--- src/rtl/tlfs_pkg.sv ---
// ----------------------------------------------------------------------------
// tlfs_pkg: shared types and constants of the three-level feedback scheduler
// Holds the action and register codes, the fixed field widths and the reset
// quantum values used by the scheduler core.
// ----------------------------------------------------------------------------
package tlfs_pkg;

	// number of feedback levels, level 0 has the highest priority
	localparam int NLEVELS = 3;
	localparam int LVL_W   = 2;

	// fixed field widths
	localparam int PROC_W  = 2;
	localparam int BURST_W = 8;
	localparam int QUANT_W = 8;

	// packed stream widths (whole bytes)
	localparam int IN_DATA_W  = 16;
	localparam int OUT_DATA_W = 8;

	typedef logic [LVL_W-1:0]   level_t;
	typedef logic [BURST_W-1:0] work_t;
	typedef logic [QUANT_W-1:0] quant_t;

	// item kind carried in tuser on the input side
	localparam logic ACT_TICK   = 1'b0;
	localparam logic ACT_ARRIVE = 1'b1;

	// configuration register indexes
	localparam logic CFG_QUANTUM_ONE = 1'b0;
	localparam logic CFG_QUANTUM_TWO = 1'b1;

	// register reset values
	localparam quant_t QUANTUM_ONE_RST = 8'd3;
	localparam quant_t QUANTUM_TWO_RST = 8'd6;

	// level codes
	localparam level_t LEVEL_ONE   = 2'd0;
	localparam level_t LEVEL_TWO   = 2'd1;
	localparam level_t LEVEL_THREE = 2'd2;

	localparam work_t WORK_MAX = 8'hFF;

endpackage

--- src/rtl/three_level_feedback_scheduler_core.sv ---
// ----------------------------------------------------------------------------
// three_level_feedback_scheduler_core: three-level feedback queue scheduler
// An accepted item is held in the input register; a tick is processed once the result
// register is free and its result shows on m_axis_tvalid. Throughput: one item per cycle
// unless a tick waits on m_axis_tready; the single pass over the queue state sets it.
// arst_n clears queues, work and slice counters and restores both quanta.
// Arrival items give no result; each tick item gives exactly one result.
// ----------------------------------------------------------------------------
module three_level_feedback_scheduler_core #(
	parameter int NPROC = 4
) (
	input  logic                            clk,
	input  logic                            arst_n,
	// configuration write port
	input  logic                            cfg_wr_en,
	input  logic                            cfg_addr,
	input  logic [tlfs_pkg::QUANT_W-1:0]    cfg_wdata,
	// input stream
	input  logic                            s_axis_tvalid,
	output logic                            s_axis_tready,
	input  logic [tlfs_pkg::IN_DATA_W-1:0]  s_axis_tdata,  // arrive_proc[1:0], arrive_burst[9:2]
	input  logic                            s_axis_tuser,  // action
	// result stream
	output logic                            m_axis_tvalid,
	input  logic                            m_axis_tready,
	output logic [tlfs_pkg::OUT_DATA_W-1:0] m_axis_tdata,  // run_proc[1:0], run_level[3:2],
	                                                       // proc_finished[4]
	output logic                            m_axis_tuser   // cpu_busy
);
	import tlfs_pkg::*;

	localparam int ID_W  = $clog2(NPROC);
	localparam int CNT_W = $clog2(NPROC + 1);
	localparam int POS_W = ID_W + 1;

	// configuration registers
	quant_t quantum_one_q, quantum_two_q;

	// input register
	logic                 valid_s1;
	logic                 action_s1;
	logic [PROC_W-1:0]    proc_s1;
	work_t                burst_s1;

	// scheduler state
	work_t            rem_q   [NPROC];
	work_t            slice_q [NPROC];
	logic [ID_W-1:0]  ids_q   [NLEVELS][NPROC];
	logic [ID_W-1:0]  head_q  [NLEVELS];
	logic [CNT_W-1:0] count_q [NLEVELS];

	work_t            rem_n   [NPROC];
	work_t            slice_n [NPROC];
	logic [ID_W-1:0]  ids_n   [NLEVELS][NPROC];
	logic [ID_W-1:0]  head_n  [NLEVELS];
	logic [CNT_W-1:0] count_n [NLEVELS];

	// result register
	logic        out_valid_q;
	logic        busy_q;
	logic [PROC_W-1:0] run_proc_q;
	level_t      run_level_q;
	logic        finished_q;

	// pass control
	logic out_free, advance, do_tick;

	// tick results
	logic             busy_c, finished_c;
	level_t           lvl_c;
	logic [ID_W-1:0]  id_c;

	// tail slot of a circular queue
	function automatic logic [ID_W-1:0] tail_pos(input logic [ID_W-1:0] head,
		input logic [CNT_W-1:0] cnt);
		logic [POS_W-1:0] s;
		s = {1'b0, head} + POS_W'(cnt);
		if (s >= POS_W'(NPROC))
			s = s - POS_W'(NPROC);
		return s[ID_W-1:0];
	endfunction

	// head slot after a pop
	function automatic logic [ID_W-1:0] next_head(input logic [ID_W-1:0] head);
		logic [ID_W-1:0] h;
		if (head == ID_W'(NPROC - 1))
			h = '0;
		else
			h = head + 1'b1;
		return h;
	endfunction

	// handshake: output register frees when empty or taken
	assign out_free      = !out_valid_q || m_axis_tready;
	assign advance       = valid_s1 && ((action_s1 == ACT_ARRIVE) || out_free);
	assign do_tick       = advance && (action_s1 == ACT_TICK);
	assign s_axis_tready = !valid_s1 || advance;

	// next state of the queues and counters
	always_comb begin
		logic [ID_W-1:0] pid;
		logic            arr_ok;
		logic [ID_W-1:0] pos;
		work_t           rem_dec, slice_inc;
		quant_t          quantum;
		logic [LVL_W-1:0] nxt;

		rem_n   = rem_q;
		slice_n = slice_q;
		ids_n   = ids_q;
		head_n  = head_q;
		count_n = count_q;
		busy_c     = 1'b0;
		finished_c = 1'b0;
		lvl_c      = LEVEL_ONE;
		id_c       = '0;
		pid        = ID_W'(proc_s1);
		arr_ok     = 1'b0;
		pos        = '0;
		rem_dec    = '0;
		slice_inc  = '0;
		quantum    = quantum_one_q;
		nxt        = LEVEL_TWO;

		// highest non-empty level
		if (count_q[LEVEL_ONE] != '0) begin
			busy_c = 1'b1;
			lvl_c  = LEVEL_ONE;
		end else if (count_q[LEVEL_TWO] != '0) begin
			busy_c = 1'b1;
			lvl_c  = LEVEL_TWO;
		end else if (count_q[LEVEL_THREE] != '0) begin
			busy_c = 1'b1;
			lvl_c  = LEVEL_THREE;
		end
		id_c = ids_q[lvl_c][head_q[lvl_c]];

		if (advance && action_s1 == ACT_ARRIVE) begin
			// arrival: store burst, append to level one
			arr_ok = (32'(proc_s1) < NPROC) && (burst_s1 != '0);
			if (arr_ok && rem_q[pid] == '0) begin
				rem_n[pid]   = burst_s1;
				slice_n[pid] = '0;
				if (count_q[LEVEL_ONE] < CNT_W'(NPROC)) begin
					pos = tail_pos(head_q[LEVEL_ONE], count_q[LEVEL_ONE]);
					ids_n[LEVEL_ONE][pos] = pid;
					count_n[LEVEL_ONE]    = count_q[LEVEL_ONE] + 1'b1;
				end
			end
		end else if (do_tick && busy_c) begin
			// tick: run the head for one unit
			rem_dec   = (rem_q[id_c] != '0) ? rem_q[id_c] - 1'b1 : rem_q[id_c];
			slice_inc = (lvl_c != LEVEL_THREE && slice_q[id_c] != WORK_MAX) ?
				slice_q[id_c] + 1'b1 : slice_q[id_c];
			quantum   = (lvl_c == LEVEL_ONE) ? quantum_one_q : quantum_two_q;
			nxt       = lvl_c + 1'b1;
			rem_n[id_c]   = rem_dec;
			slice_n[id_c] = slice_inc;
			if (rem_dec == '0) begin
				finished_c      = 1'b1;
				slice_n[id_c]   = '0;
				head_n[lvl_c]   = next_head(head_q[lvl_c]);
				count_n[lvl_c]  = count_q[lvl_c] - 1'b1;
			end else if (lvl_c != LEVEL_THREE && slice_inc >= quantum) begin
				// demote to the tail of the next level
				slice_n[id_c]  = '0;
				head_n[lvl_c]  = next_head(head_q[lvl_c]);
				count_n[lvl_c] = count_q[lvl_c] - 1'b1;
				if (count_q[nxt] < CNT_W'(NPROC)) begin
					pos = tail_pos(head_q[nxt], count_q[nxt]);
					ids_n[nxt][pos] = id_c;
					count_n[nxt]    = count_q[nxt] + 1'b1;
				end
			end
		end
	end

	// control state and configuration
	always_ff @(posedge clk or negedge arst_n) begin
		if (!arst_n) begin
			quantum_one_q <= QUANTUM_ONE_RST;
			quantum_two_q <= QUANTUM_TWO_RST;
			valid_s1      <= 1'b0;
			out_valid_q   <= 1'b0;
			for (int i = 0; i < NPROC; i++) begin
				rem_q[i]   <= '0;
				slice_q[i] <= '0;
			end
			for (int l = 0; l < NLEVELS; l++) begin
				head_q[l]  <= '0;
				count_q[l] <= '0;
			end
		end else begin
			if (cfg_wr_en) begin
				if (cfg_addr == CFG_QUANTUM_ONE)
					quantum_one_q <= cfg_wdata;
				else
					quantum_two_q <= cfg_wdata;
			end
			if (s_axis_tready)
				valid_s1 <= s_axis_tvalid;
			if (do_tick)
				out_valid_q <= 1'b1;
			else if (m_axis_tready)
				out_valid_q <= 1'b0;
			rem_q   <= rem_n;
			slice_q <= slice_n;
			head_q  <= head_n;
			count_q <= count_n;
		end
	end

	// payload: input register, queue slots, result register
	always_ff @(posedge clk) begin
		if (s_axis_tready && s_axis_tvalid) begin
			action_s1 <= s_axis_tuser;
			proc_s1   <= s_axis_tdata[PROC_W-1:0];
			burst_s1  <= s_axis_tdata[PROC_W+BURST_W-1:PROC_W];
		end
		ids_q <= ids_n;
		if (do_tick) begin
			busy_q      <= busy_c;
			run_proc_q  <= busy_c ? PROC_W'(id_c) : '0;
			run_level_q <= busy_c ? lvl_c : LEVEL_ONE;
			finished_q  <= finished_c;
		end
	end

	assign m_axis_tvalid = out_valid_q;
	assign m_axis_tuser  = busy_q;
	assign m_axis_tdata  = {3'b000, finished_q, run_level_q, run_proc_q};

endmodule
--- config.mk ---
export PLATFORM = sky130hd
export DESIGN_NAME = three_level_feedback_scheduler_core
export DESIGN_NICKNAME = d
export VERILOG_FILES = /design/src/rtl/tlfs_pkg.sv /design/src/rtl/three_level_feedback_scheduler_core.sv
export SDC_FILE = /design/constraint.sdc
export NUM_CORES = 1
export LEC_CHECK = 0
export BUFFER_PORTS_ARGS = -buffer_cell sky130_fd_sc_hd__buf_2
export CAP_MARGIN = 20
export CORE_ASPECT_RATIO = 1.2
export CORE_MARGIN = 4
export CORE_UTILIZATION = 46
export DETAILED_ROUTE_END_ITERATION = 7
export GPL_ROUTABILITY_DRIVEN = 0
export PLACE_DENSITY = 0.59
export REMOVE_ABC_BUFFERS = 1
export SLEW_MARGIN = 20
export SYNTH_ARGS = -nofsm -noshare
export SYNTH_HDL_FRONTEND = slang
export SYNTH_SLANG_ARGS = --single-unit
--- constraint.sdc ---
create_clock -name clk -period 18.8 [get_ports clk]
set_input_delay 0.94 -clock clk [delete_from_list [all_inputs] [get_ports clk]]
set_output_delay 0.94 -clock clk [all_outputs]
set_load 0.1 [all_outputs]
# Word level (Yosys, flattened, before mapping)

Index checks and enable logic that the tools add are counted.

Eq/ne operators: 6
Order comparisons: 18
Add/subtract/negate cells: 11
Reduce and logical (&&, ||, !) cells: 41
Bitwise operators: 16
Mux-type cells: 106

Operators with widths:

| cell                                                | number |
|---|---|
| 2-to-1 mux 32 bit                                   | 8 |
| 2-to-1 mux 8 bit                                    | 17 |
| bitwise mux 32 bit                                  | 3 |
| 2-to-1 mux 24 bit                                   | 4 |
| AND 32 bit                                          | 2 |
| binary-select mux 8 bit (select 2 bit)              | 4 |
| inverter 32 bit                                     | 2 |
| 2-to-1 mux 2 bit                                    | 30 |
| demux 8 bit (select 2 bit)                          | 3 |
| 2-to-1 mux 9 bit                                    | 4 |
| >= comparator 3 bit (second input constant)         | 9 |
| 2-to-1 mux 3 bit                                    | 9 |
| bitwise mux 24 bit                                  | 1 |
| inverter 2 -> 3 bit                                 | 7 |
| bitwise mux 9 bit                                   | 2 |
| < comparator 3 x 1 -> 1 bit (second input constant) | 6 |
| logical NOT 8 bit                                   | 2 |
| nonzero test 8 bit                                  | 2 |
| logical AND 1 bit                                   | 14 |
| binary-select mux 2 bit (select 2 bit)              | 3 |
| binary-select mux 3 bit (select 2 bit)              | 2 |
| bitwise mux 6 bit                                   | 2 |
| demux 2 bit (select 2 bit)                          | 3 |
| demux 3 bit (select 2 bit)                          | 2 |
| 28 further kinds                                    | 57 |

Input port bits: 31
Word-level logic and storage cells: 235
Bits in registers: 138

# Depth between registers and ports, before layout

Depth in word-level cells: 38
Depth in mapped cells: 37

# Worst setup path before layout

OpenSTA, ideal clock, no wires.

Path type: flip-flop to flip-flop
Start point: reg count_q[7] (netlist name)
End point: reg ids_q[20] (netlist name), enable pin
Period minus slack after synthesis: 6.463 ns
Required time: 18.456 ns
Path slack: 12.337 ns
Buffers on the path: 6
Setup time: 0.344 ns
Stages on the path, launching flop included: 36
Arrival: 6.119 ns
Cells stage by stage: dfrtp_1 > clkbuf_1 > inv_1 > ha_1 > nand2b_1 > buf_2 > a21oi_2 > o2bb2ai_4 > mux2i_2 > mux2i_4 > inv_6 > buf_6 > buf_6 > buf_2 > nand2_1 > and3_1 > a31oi_1 > ha_1 > nand2_1 > o31ai_1 > xnor2_1 > inv_1 > ha_1 > nand2b_1 > a21o_1 > a21o_1 > a21o_1 > a21oi_1 > nor2b_1 > o21ai_0 > nand2b_1 > a21oi_1 > nor2_1 > and4_1 > buf_4 > a221oi_1

Longest elaborated chain between the ends: 21
Elaborated cells on any way between the ends: 48

Ends and longest elaborated chain:

| what                                                                         | line                                                                                                                               | RTL |
|---|---|---|
| start: declaration                                                           | three_level_feedback_scheduler_core.sv:50                                                                                          | `logic [CNT_W-1:0] count_q [NLEVELS];` |
| start signal: assignment                                                     | three_level_feedback_scheduler_core.sv:209                                                                                         | `count_q <= count_n;` |
| nonzero test 3 bit *                                                         | three_level_feedback_scheduler_core.sv:126                                                                                         | `if (count_q[LEVEL_ONE] != '0) begin` |
| 2-to-1 mux 2 bit *                                                           | three_level_feedback_scheduler_core.sv:126                                                                                         |  |
| inverter 2 -> 3 bit (not written as such) *                                  | three_level_feedback_scheduler_core.sv:136                                                                                         | `id_c = ids_q[lvl_c][head_q[lvl_c]];` |
| binary-select mux 2 bit (select 2 bit)                                       | three_level_feedback_scheduler_core.sv:136                                                                                         |  |
| 2-to-1 mux 2 bit (not written as such) (2 in series)                         | three_level_feedback_scheduler_core.sv:136                                                                                         |  |
| inverter 2 -> 3 bit (not written as such)                                    | three_level_feedback_scheduler_core.sv:136                                                                                         |  |
| binary-select mux 2 bit (select 2 bit) *                                     | three_level_feedback_scheduler_core.sv:136                                                                                         |  |
| 2-to-1 mux 2 bit (not written as such) * (2 in series)                       | three_level_feedback_scheduler_core.sv:136                                                                                         |  |
| net id_c[0]                                                                  | three_level_feedback_scheduler_core.sv:71                                                                                          | `logic [ID_W-1:0] id_c;` |
| inverter 2 -> 3 bit (not written as such) *                                  | three_level_feedback_scheduler_core.sv:152, three_level_feedback_scheduler_core.sv:153, three_level_feedback_scheduler_core.sv:154 |  |
| parallel branches: the longest is 9 deep, another holds adder 8 x 1 -> 8 bit | -                                                                                                                                  |  |
| AND reduction 6 bit (no source line) *                                       | -                                                                                                                                  |  |
| end signal: assignment                                                       | three_level_feedback_scheduler_core.sv:220                                                                                         | `ids_q <= ids_n;` |
| end: declaration                                                             | three_level_feedback_scheduler_core.sv:48                                                                                          | `logic [ID_W-1:0] ids_q [NLEVELS][NPROC];` |

Mark *: on every way through the listed nets, which the timed path passes. The select of a mux whose other input is x is not followed.
A chain may end at the register's enable or synchronous reset.

# Final worst setup path

Start point: reg count_q[6] (netlist name)
End point: reg head_q[2] (netlist name)

Longest elaborated chain between the ends: 21
Elaborated cells on any way between the ends: 56

Ends and longest elaborated chain:

| what                                                                                            | line                                       | RTL |
|---|---|---|
| nonzero test 3 bit *                                                                            | three_level_feedback_scheduler_core.sv:126 |  |
| parallel branches: the longest is 20 deep, another holds binary-select mux 8 bit (select 2 bit) | -                                          |  |
| end signal: assignment                                                                          | three_level_feedback_scheduler_core.sv:208 | `head_q <= head_n;` |
| end: declaration                                                                                | three_level_feedback_scheduler_core.sv:49  | `logic [ID_W-1:0] head_q [NLEVELS];` |

Every way passes the cells marked *. The select of a mux whose other input is x is not followed.

==> metrics.txt <==
outcome=completed; first-pass GRT wire length=34.5 mm; FF-to-FF path depth=32; die area=0.0197 mm^2; cts hold-fix bufs=0; Final Critical Period=7.84 ns; r2r endpoint=head_q[2]$_DFFE_PN0P_; CTS tree=yes; cell depth of the worst setup path=32; routed vias=6,397; worst slack at placement=11.16 ns; WL final=between 20 and 25 mm; clock sinks=138; CTS root buffer=clkbuf_16; Area Growth Syn to Fin=10.8%; gate count after technology mapping=788; worst r2r src=count_q[6]$_DFFE_PN0P_; Finished Cell Area=about 0.009 mm^2; Final setup viols=0; Clock Path Buffers=2; CP Launch Type=flop; post-place instance area=0.00835 mm^2; die height=153 um; setup ws final=10.96 ns; Slew Viols, Final=0; post-synthesis cell area=0.00804 mm^2; Critical Path End Type=flop; Peak supply drop=0.105 mV; most common cell in the synthesized netlist=nand2_1; CP bufs+invs=4; initial antenna violation count=0; vias in the first global route=6,326; Mean Syn Cell Area=10.2 um^2; post-synthesis register bit count=138; CP max FO=42; Synth area leaders=dfrtp_1, edfxtp_1, mux2i_1, nand2_1, ha_1; row cnt=52; Total Power=about 1400 uW; Yosys top cell by area=dfrtp_1; initial DRC count=665; Period Utilization, post-route=0.417; CP max-delay cell=nor2_1; Synth async-reset ratio=0.703; clock latency on the worst-skew pair=0.43 ns; Detailed Routing Iterations Pass 1=5; wire per inst=20.9 um; count of cell types in the netlist=between 70 and 80; post-cts sizing count=0; aggregate global-route resource usage=0.224; Critical Path AT=8.15 ns; Post-synth top cells=nand2_1, dfrtp_1, mux2i_1; largest net degree at the start of global routing=82; post-synthesis sequential area ratio=0.456; relative slew slack=0.312; max_cap viols=0; share of cells above drive strength 1=0.155; gr ovfl total=0; Worst-path clk slew=0.06 ns; fmax=127 MHz; mean number of vias per cell=6.18; Yosys top cell area share=0.289; core area=0.0170 mm^2; Detail Route Antenna Nets=0; Post-CTS Setup Bufs=0; Power Density=156 mW/mm^2; fillers=1,533; port bufs=32; CP endpoint=head_q[2]$_DFFE_PN0P_; Hold Vio Cnt, Final=0; Worst Skew=0.00938 ns; leakage=0.00375 uW; Worst-Margin Slew=just over 1 ns; YS warnings=0; Setup Total Neg Slack=0 ns; detailed placer's ending HPWL=around 15 mm; Min-Delay Path Class=in -> async; number of buffers created by CTS=17; Worst path max stage delay=0.62 ns; CP delay by family, top=simple AND/OR/NAND/NOR gates; unrepaired setup endpoints after global routing=no; Critical Path Start=count_q[6]$_DFFE_PN0P_; Final Net Count=859; Data required, critical path=19.10 ns; diodes inserted=0; Die W=129 um; DR DRC count=0; EDFF count, synth=41; crit path kind=reg -> reg; R2R Setup Slk=10.96 ns; Max H-tree Level=4; Starting Density=0.472; predominant post-synthesis flop cell=dfrtp_1; I/O pins=42
-- cell families after synthesis --
kind of cell,synth area share
xor gates and xnor gates,0.0163
buffers and inverters,0.0369
muxes,0.123
other,0.000466
AOI/OAI and AO/OA,0.176
adders and majority gates,0.0342
DFF,0.456
and+or+nand+nor,0.158
-- stage by stage --
step                      utilization  hold slack [ns]  cells
final                           0.523            0.375   1035
after floorplan                     -            0.449    746
after detailed placement        0.490            0.471   1003
after global placement          0.490            0.463   1003
after global routing            0.523            0.386   1035
after CTS                       0.522            0.370   1035
-- final cells by class --
cell class                      count  area, um^2  area share
Multi-Input combinational cell    587        4100       0.460
Sequential cell                   138        3660       0.411
Clock buffer                       21         460      0.0517
Tap cell                          216         270      0.0303
Timing Repair Buffer               41         234      0.0263
Clock inverter                     11        96.3      0.0108
Inverter                           21        83.8     0.00941
-- metal layers --
metal / vias to the layer above / global-route usage / wire length, um
met5: - / 0 / 0
met1: 3142 / 0.300 / 9170
met4: 0 / 0.0930 / 546
met3: 48 / 0.0370 / 1150
li1: 2971 / - / -
met2: 236 / 0.359 / 10700
-- power breakdown --
part | total (uW) | internal [uW] | leakage (uW) | switching, uW
combinational | 632 | 230 | 0.00188 | 402
sequential | 437 | 379 | 0.00160 | 57.7
clock | 319 | 188 | 0.000266 | 131
total | 1390 | 797 | 0.00375 | 590
-- worst register-to-register path: cells and delay by family (launching register included) --
family / cells / cell delay [ns]
XOR/XNOR: 1 / 0.24
AND/OR/NAND/NOR: 10 / 2.04
AO/OA/AOI/OAI: 11 / 1.96
flip-flops: 1 / 0.53
multiplexers: 3 / 1.25
buffers and inverters: 4 / 0.88
adder cells (fa/ha/maj): 3 / 0.81
-- how the worst min path moves through the flow --
stage                               to  slack (ns)  cells after the start
3_5_place_dp   slice_q[28]$_DFFE_PN0P_        0.47                      2
4_1_cts          rem_q[13]$_DFFE_PN0P_        0.37                      1
3_3_place_gp   slice_q[25]$_DFFE_PN0P_        0.46                      2
2_1_floorplan  slice_q[12]$_DFFE_PN0P_        0.45                      2
5_1_grt          rem_q[13]$_DFFE_PN0P_        0.39                      1
6_report         rem_q[13]$_DFFE_PN0P_        0.38                      1
-- cell usage in the layout (no fill, tap or decap), drive strengths merged, types with 5 or more instances in the layout --
cell type	count
o32ai	8
o2bb2ai	6
nor4	8
dfrtp	93
o21bai	5
nand2	111
nor3	17
inv	23
mux2i	63
clkbuf	21
nor2	39
o21ai	58
a22o	18
or2	6
or4	9
a31oi	8
o22ai	6
and2	7
nand2b	14
mux2	28
a22oi	36
xnor2	12
and3	12
buf	41
nand3	14
a211oi	5
nor2b	6
a21oi	19
nand4	5
and4	5
ha	22
edfxtp	41
Note: power is estimated with default switching activity, not from simulation.
